===== src/rtl/cprpl_pkg.sv =====
// Shared types and constants for the code point range property lookup block.
// Used by the controller, the datapath and the top level. No dependencies.

package cprpl_pkg;

   localparam int unsigned TABLE_DEPTH_DEF = 1024;
   localparam int unsigned PROP_WIDTH_DEF  = 8;

   localparam int unsigned COUNT_W = 11;
   localparam int unsigned INDEX_W = 10;
   localparam int unsigned POINT_W = 32;
   localparam int unsigned PROP_W  = 8;

   localparam logic [COUNT_W-1:0] ENTRY_COUNT_RST = 11'd2;

   // OR mark of the step halving: (s | 2) >> 1 never drops below 1.
   localparam logic [31:0] HALVE_MARK = 32'h2;

   // Probes allowed beyond the table depth before a lookup gives up.
   localparam int unsigned PROBE_EXTRA = 64;

   typedef enum logic [0:0] {
      REQ_WRITE  = 1'b0,
      REQ_LOOKUP = 1'b1
   } req_kind_type;

   typedef struct packed {
      req_kind_type        req_type;
      logic [INDEX_W-1:0]  entry_index;
      logic [POINT_W-1:0]  range_first;
      logic [POINT_W-1:0]  range_last;
      logic [PROP_W-1:0]   entry_prop;
      logic [POINT_W-1:0]  code_point;
   } req_beat_type;

   typedef struct packed {
      logic [PROP_W-1:0] property_res;
   } rsp_beat_type;

   typedef logic [COUNT_W-1:0] csr_beat_type;

   typedef struct packed {
      logic start;     // capture code point, set up first probe
      logic wr;        // write one table entry
      logic rd;        // read the probed entry and its neighbors
      logic advance;   // halve step and move the index
      logic res_set;   // capture the lookup result
      logic res_hit;   // result is the probed property, else zero
      logic rsp_load;  // move result into the response register
   } dp_cmd_type;

   typedef struct packed {
      logic limit_hit; // probe budget used up
      logic idx_out;   // probe index not below the entry count
      logic hit;       // probed range contains the code point
      logic stop;      // neighbor check ends the search with zero
   } dp_status_type;

   typedef enum logic [3:0] {
      S_IDLE    = 4'b0001,
      S_ISSUE   = 4'b0010,
      S_COMPARE = 4'b0100,
      S_FINISH  = 4'b1000
   } ctrl_state_type;

endpackage


===== src/rtl/cprpl_ctrl.sv =====
// Controller of the range lookup: accepts request beats, sequences the probes
// and owns the response valid flag. Depends on cprpl_pkg.

module cprpl_ctrl
   import cprpl_pkg::*;
(
   input  logic          clock,
   input  logic          reset,
   input  logic          req_valid,
   input  logic          req_is_lookup,
   output logic          req_ready,
   output logic          rsp_valid,
   input  logic          rsp_ready,
   output dp_cmd_type    cmd,
   input  dp_status_type st
);

   ctrl_state_type state_ff, state_in;
   logic           rsp_valid_ff, rsp_valid_in;

   always_comb begin
      state_in     = state_ff;
      cmd          = '0;
      req_ready    = 1'b0;
      rsp_valid_in = rsp_valid_ff && !rsp_ready;
      case (state_ff)
         S_IDLE: begin
            req_ready = !reset;
            if (req_valid && !reset) begin
               if (req_is_lookup) begin
                  cmd.start = 1'b1;
                  state_in  = S_ISSUE;
               end else begin
                  cmd.wr = 1'b1;
               end
            end
         end
         S_ISSUE: begin
            if (st.limit_hit || st.idx_out) begin
               cmd.res_set = 1'b1;
               state_in    = S_FINISH;
            end else begin
               cmd.rd   = 1'b1;
               state_in = S_COMPARE;
            end
         end
         S_COMPARE: begin
            if (st.hit) begin
               cmd.res_set = 1'b1;
               cmd.res_hit = 1'b1;
               state_in    = S_FINISH;
            end else if (st.stop) begin
               cmd.res_set = 1'b1;
               state_in    = S_FINISH;
            end else begin
               cmd.advance = 1'b1;
               state_in    = S_ISSUE;
            end
         end
         S_FINISH: begin
            if (!rsp_valid_ff || rsp_ready) begin
               cmd.rsp_load = 1'b1;
               rsp_valid_in = 1'b1;
               state_in     = S_IDLE;
            end
         end
         default: begin
            state_in = S_IDLE;
         end
      endcase
   end

   always_ff @(posedge clock) begin
      if (reset) begin
         state_ff     <= S_IDLE;
         rsp_valid_ff <= 1'b0;
      end else begin
         state_ff     <= state_in;
         rsp_valid_ff <= rsp_valid_in;
      end
   end

   assign rsp_valid = rsp_valid_ff;

   a_rsp_from_finish : assert property (@(posedge clock) disable iff (reset)
      $rose(rsp_valid_ff) |-> $past(state_ff == S_FINISH))
      else $error("response raised outside the finish step");

   a_compare_after_issue : assert property (@(posedge clock) disable iff (reset)
      state_ff == S_COMPARE |-> $past(state_ff == S_ISSUE))
      else $error("compare step without a preceding table read");

   a_state_onehot : assert property (@(posedge clock) disable iff (reset)
      $onehot(state_ff))
      else $error("controller state is not one-hot");

endmodule


===== config.mk =====
export PLATFORM = sky130hd
export DESIGN_NAME = cprpl_ctrl
export DESIGN_NICKNAME = d
export VERILOG_FILES = /design/src/rtl/cprpl_pkg.sv /design/src/rtl/cprpl_ctrl.sv
export SDC_FILE = /design/constraint.sdc
export NUM_CORES = 1
export LEC_CHECK = 0
export BUFFER_PORTS_ARGS = -buffer_cell sky130_fd_sc_hd__buf_2
export CAP_MARGIN = 20
export CORE_AREA = 2 2 39 41
export CTS_CLUSTER_DIAMETER = 40
export CTS_CLUSTER_SIZE = 40
export DETAILED_ROUTE_END_ITERATION = 10
export DIE_AREA = 0 0 41 43
export PLACE_DENSITY = 0.58
export SYNTH_ARGS = -nofsm -noshare
export SYNTH_HDL_FRONTEND = slang
export SYNTH_SLANG_ARGS = --single-unit

===== constraint.sdc =====
create_clock -name clock -period 3.2 [get_ports clock]
set_input_delay 0.32 -clock clock [delete_from_list [all_inputs] [get_ports clock]]
set_output_delay 0.32 -clock clock [all_outputs]
set_load 0.005 [all_outputs]

# --- Word-level counts from Yosys, hierarchy flattened ---
# Index checks and enable logic that the tools add are counted.
classes:
  n_eq_ne: 7
  reduce_logical: 8
  mux: 27
ops:
  columns: ["cell", "n"]
  rows:
  - ["$mux 4", 6]
  - ["$mux 1", 17]
  - ["$pmux 4 s4", 1]
  - ["$ne 2x2->1 const B", 3]
  - ["$eq 4x1->1 const B", 1]
  - ["$eq 4x2->1 const B", 1]
  - ["$eq 4x3->1 const B", 1]
  - ["$eq 4x4->1 const B", 1]
  - ["$mux 2", 2]
  - ["$logic_not 1->1", 3]
  - ["$reduce_and 3->1", 1]
  - ["$logic_and 1x1->1", 2]
  - ["$logic_or 1x1->1", 2]
  - ["$pmux 1 s2", 1]
word_totals:
  wordCells: 44
  in_bits: 9
  output_inout_bits: 9
  register_bits: 5

# --- Logic depth before layout (Yosys ltp) ---
depth:
  word_depth: 4
  ltp_mapped: 3
  mapped_depth_nobuf: 3

# --- Worst setup path before layout ---
# Ideal clock, no wire load.
synth_path:
  path_kind: "register to output"
  start: "reg state_ff[1]"
  end: "out cmd[6] (netlist bit)"
  arrival_ns: 1.111
  n_path_buf: 0
  path_stages_with_launch: 4
  setup_slack_ns: 1.769
  required_ns: 2.880
  path_cell_list: "dfxtp_1 > nor4b_4 > or3b_1 > inv_1"
synth_rtl:
  columns: ["element", "line", "source"]
  rows:
  - ["from (decl)", "cprpl_ctrl.sv:18", "ctrl_state_type state_ff, state_in;"]
  - ["from (signal assigned)", "cprpl_ctrl.sv:78", "state_ff <= state_in;"]
  - ["to (decl)", "cprpl_ctrl.sv:14", "output dp_cmd_type cmd,"]

==> results_tabular.tex <==
\begin{tabular}{lr}
\hline
Metric & Value \\
\hline
\multicolumn{2}{l}{\textbf{Logic synthesis}} \\
FF+latch count, synth & 5 \\
Netlist Area Pre-Place & 323 um\^{}2 \\
Number of distinct library cells after synthesis & 21 \\
Post-synthesis instance total & 35 \\
Sequential area share after synthesis & 31.0\% \\
Post-synth net total & 44 \\
Mapped Avg Cell Area & 9.22 um\^{}2 \\
Number of synthesis warnings & 0 \\
\multicolumn{2}{l}{\textbf{Min path}} \\
Class of the most critical hold timing path & input port to flip-flop \\
Startpoint of the lowest-slack hold path & reset \\
Worst-case hold path end point & state\_ff[1]\$\_SDFFE\_PP0P\_ \\
Number of cells traversed by the worst hold path & 2 \\
\multicolumn{2}{l}{\textbf{Critical path}} \\
RR Endpoint & state\_ff[0]\$\_SDFFE\_PP1P\_ \\
Reg2Reg Launch Point & state\_ff[3]\$\_SDFFE\_PP0P\_ \\
Required @ worst endpoint & 2880 ps \\
Register-to-register setup slack & 1780 ps \\
Data arrival time of the critical path & 1520 ps \\
Type of destination of the critical path & primary output \\
Depth of the worst register-to-register path & 3 \\
Critical path peak fanout & 7 \\
Sort of element at the start of the critical path & flip-flop \\
Startpoint-to-endpoint class of the critical path & flip-flop to primary output \\
\multicolumn{2}{l}{\textbf{Global route}} \\
Number of antenna violations at the first check in global routing & 0 \\
Number of global-route vias before repair & 285 \\
Overall fraction of global-route tracks in use & 10.3\% \\
Total gr overflow & 0 \\
Wire length of the first global-routing pass & 1.15 mm \\
Pin count of the biggest net entering global routing & 8 \\
\multicolumn{2}{l}{\textbf{STA}} \\
RSZ-0062 raised after global routing & no \\
Slew of the pin with the lowest slew margin & 350 ps \\
Clock period minus final worst setup slack & 1840 ps \\
Post-route clock period utilization & 57.5\% \\
Worst hold slack & 293 ps \\
Upper clock frequency limit & 544 MHz \\
Final setup violation count & 0 \\
Worst clock skew & 0.403 ps \\
Final Hold Vio Count & 0 \\
Worst relative slew slack & 76.3\% \\
Final-report max-slew violation count & 0 \\
Worst-case setup margin in the final layout & 1360 ps \\
Final total negative setup slack & 0 ps \\
\multicolumn{2}{l}{\textbf{Final layout}} \\
Summed area of non-filler cells in the final layout & 454 um\^{}2 \\
Count of placed standard cells in the final layout, fillers left out & 72 \\
Antenna diode instance count & 0 \\
Util after Layout & 32.8\% \\
Area added between synthesis and finish & 40.7\% \\
Leading cell type in the layout, fill and taps excluded & sky130\_fd\_sc\_hd\_\_buf\_2 \\
NumNets Final & 66 \\
Layout fillers & 159 \\
Leading cell types in the layout, fill and taps excluded & 17 x sky130\_fd\_sc\_hd\_\_buf\_2, 5 x sky130\_fd\_sc\_hd\_\_dfxtp\_1 \\
Share of layout cells above drive strength 1 & 42.9\% \\
\multicolumn{2}{l}{\textbf{Detailed routing}} \\
Post-DR vias/cell & 4.54 \\
Via Count & 327 \\
Post-DR wirelength/cell & 9.28 um \\
Post-DRT Antenna Nets & 0 \\
Residual DRC count & 0 \\
Detailed router's first-iteration violation count & 4 \\
Pre-antenna DRT Iters & 2 \\
Routed WL & 668 um \\
\multicolumn{2}{l}{\textbf{Clock tree}} \\
Htree depth & 1 \\
Worst-skew pair later-pin latency & 240 ps \\
CTS buffer count & 3 \\
Buffer type at the clock tree root & sky130\_fd\_sc\_hd\_\_clkbuf\_4 \\
Number of instances resized during post-cts repair & 0 \\
Clock sink total & 5 \\
Total setup buffers inserted after CTS & 0 \\
Clock transition time at the flip-flop clock pins of the worst setup and hold paths & 40 ps \\
CTS tree & done \\
Number of buffers between clock root and the deepest sink & 2 \\
Post-CTS Hold Fix Bufs & 0 \\
\multicolumn{2}{l}{\textbf{Power}} \\
Power per unit of standard cell area & 351 mW/mm\^{}2 \\
Leakage power summed over all cells & 0.234 nW \\
Peak ir drop on the vdd network & 0.125 mV \\
Overall power & 0.159 mW \\
\multicolumn{2}{l}{\textbf{Placed design}} \\
Placement Cell Area & 428 um\^{}2 \\
Detailed placement HPWL & 546 um \\
Worst slack, placed & 1610 ps \\
Placer's final routability congestion estimate & 0.747 \\
Number of placed instances, taps included & 68 \\
Number of port buffers & 17 \\
\multicolumn{2}{l}{\textbf{Floorplanning}} \\
Core area & 0.00138 mm\^{}2 \\
IO Pins & 18 \\
Row count & 14 \\
Die width & 41 um \\
Vert. Die Dim & 43 um \\
Initial cell density of the core & 23.3\% \\
Die ar. & 0.00176 mm\^{}2 \\
\multicolumn{2}{l}{\textbf{Job}} \\
Max-Cap Viols & 0 \\
\multicolumn{2}{l}{\textbf{Run status}} \\
Result of the run & finished clean \\
\hline
\end{tabular}
==> layout make-up <==
cell class              count  area, um^2  share of cell area [%]
multi-input cells          27         211                    46.6
flip-flops and latches      5         100                    22.0
repair buffers             17        85.1                    18.7
clock buffers               4        26.3                    5.79
well taps                  16        20.0                    4.41
inverters                   3        11.3                    2.48
==> worst max path at each step <==
stage,from,endpoint,slack (ps)
global route,state_ff[1]$_SDFFE_PP0P_,cmd[6],1260
detailed placement,state_ff[1]$_SDFFE_PP0P_,cmd[4],1610
CTS,state_ff[1]$_SDFFE_PP0P_,cmd[4],1340
floorplan,state_ff[1]$_SDFFE_PP0P_,cmd[6],1770
finish,state_ff[1]$_SDFFE_PP0P_,cmd[4],1360
global placement,state_ff[1]$_SDFFE_PP0P_,cmd[4],1620
==> logic make-up (layout without fill, tap and decap cells) <==
group	Yosys count	count (layout)	synth area share, %
simple gates	18	18	43.4
compound gates	8	8	19.4
flops	5	5	31.0
buf+inv	3	24	3.49
xor+xnor	1	1	2.71
==> worst max-delay path, cell delays in order (launching register included) <==
cell and delay (ps):
sky130_fd_sc_hd__dfxtp_1 470, sky130_fd_sc_hd__or4b_1 520, sky130_fd_sc_hd__nor3_2 150, sky130_fd_sc_hd__buf_2 140
==> layer usage <==
metal  routed length [um]  track usage [%]  up-vias
met2                  317             13.1       12
met1                  294             11.6      146
met3                   40             3.14        2
li1                     -                -      167
met5                    0                0        -
met4                   17             12.0        0
==> state kept, by name, summed over array words and instances, names as in the netlist <==
| name | count |
|---|---|
| state_ff | 4 |
| rsp_valid | 1 |
==> report_power, final <==
part / total [mW] / switching [mW] / internal, mW / leakage, nW
combinational: 0.0206 / 0.00839 / 0.0122 / 0.178
sequential: 0.0665 / 0.00239 / 0.0641 / 0.0406
clock: 0.0721 / 0.0250 / 0.0471 / 0.0150
total: 0.159 / 0.0358 / 0.123 / 0.234
==> synth_stat cells <==
library cell | number | area (um^2)
sky130_fd_sc_hd__nor4b_4 | 1 | 23.8
sky130_fd_sc_hd__nor2_1 | 3 | 11.3
sky130_fd_sc_hd__xor2_1 | 1 | 8.76
sky130_fd_sc_hd__o211a_1 | 1 | 10.0
sky130_fd_sc_hd__nor2b_1 | 2 | 12.5
sky130_fd_sc_hd__a211oi_2 | 1 | 12.5
sky130_fd_sc_hd__o22ai_2 | 1 | 12.5
sky130_fd_sc_hd__dfxtp_1 | 5 | 100
sky130_fd_sc_hd__nand2b_1 | 1 | 6.26
sky130_fd_sc_hd__o21ai_0 | 1 | 5.00
sky130_fd_sc_hd__o21a_1 | 1 | 7.51
sky130_fd_sc_hd__inv_1 | 3 | 11.3
sky130_fd_sc_hd__or4b_1 | 3 | 30.0
sky130_fd_sc_hd__and3b_1 | 1 | 8.76
sky130_fd_sc_hd__and2_1 | 2 | 12.5
sky130_fd_sc_hd__nor3_2 | 1 | 10.0
sky130_fd_sc_hd__o21ai_1 | 1 | 5.00
sky130_fd_sc_hd__nand2_1 | 2 | 7.51
sky130_fd_sc_hd__nor4b_1 | 1 | 8.76
sky130_fd_sc_hd__or3b_1 | 1 | 8.76
sky130_fd_sc_hd__a21oi_1 | 2 | 10.0
No activity file was read; power rests on OpenSTA's default activity.
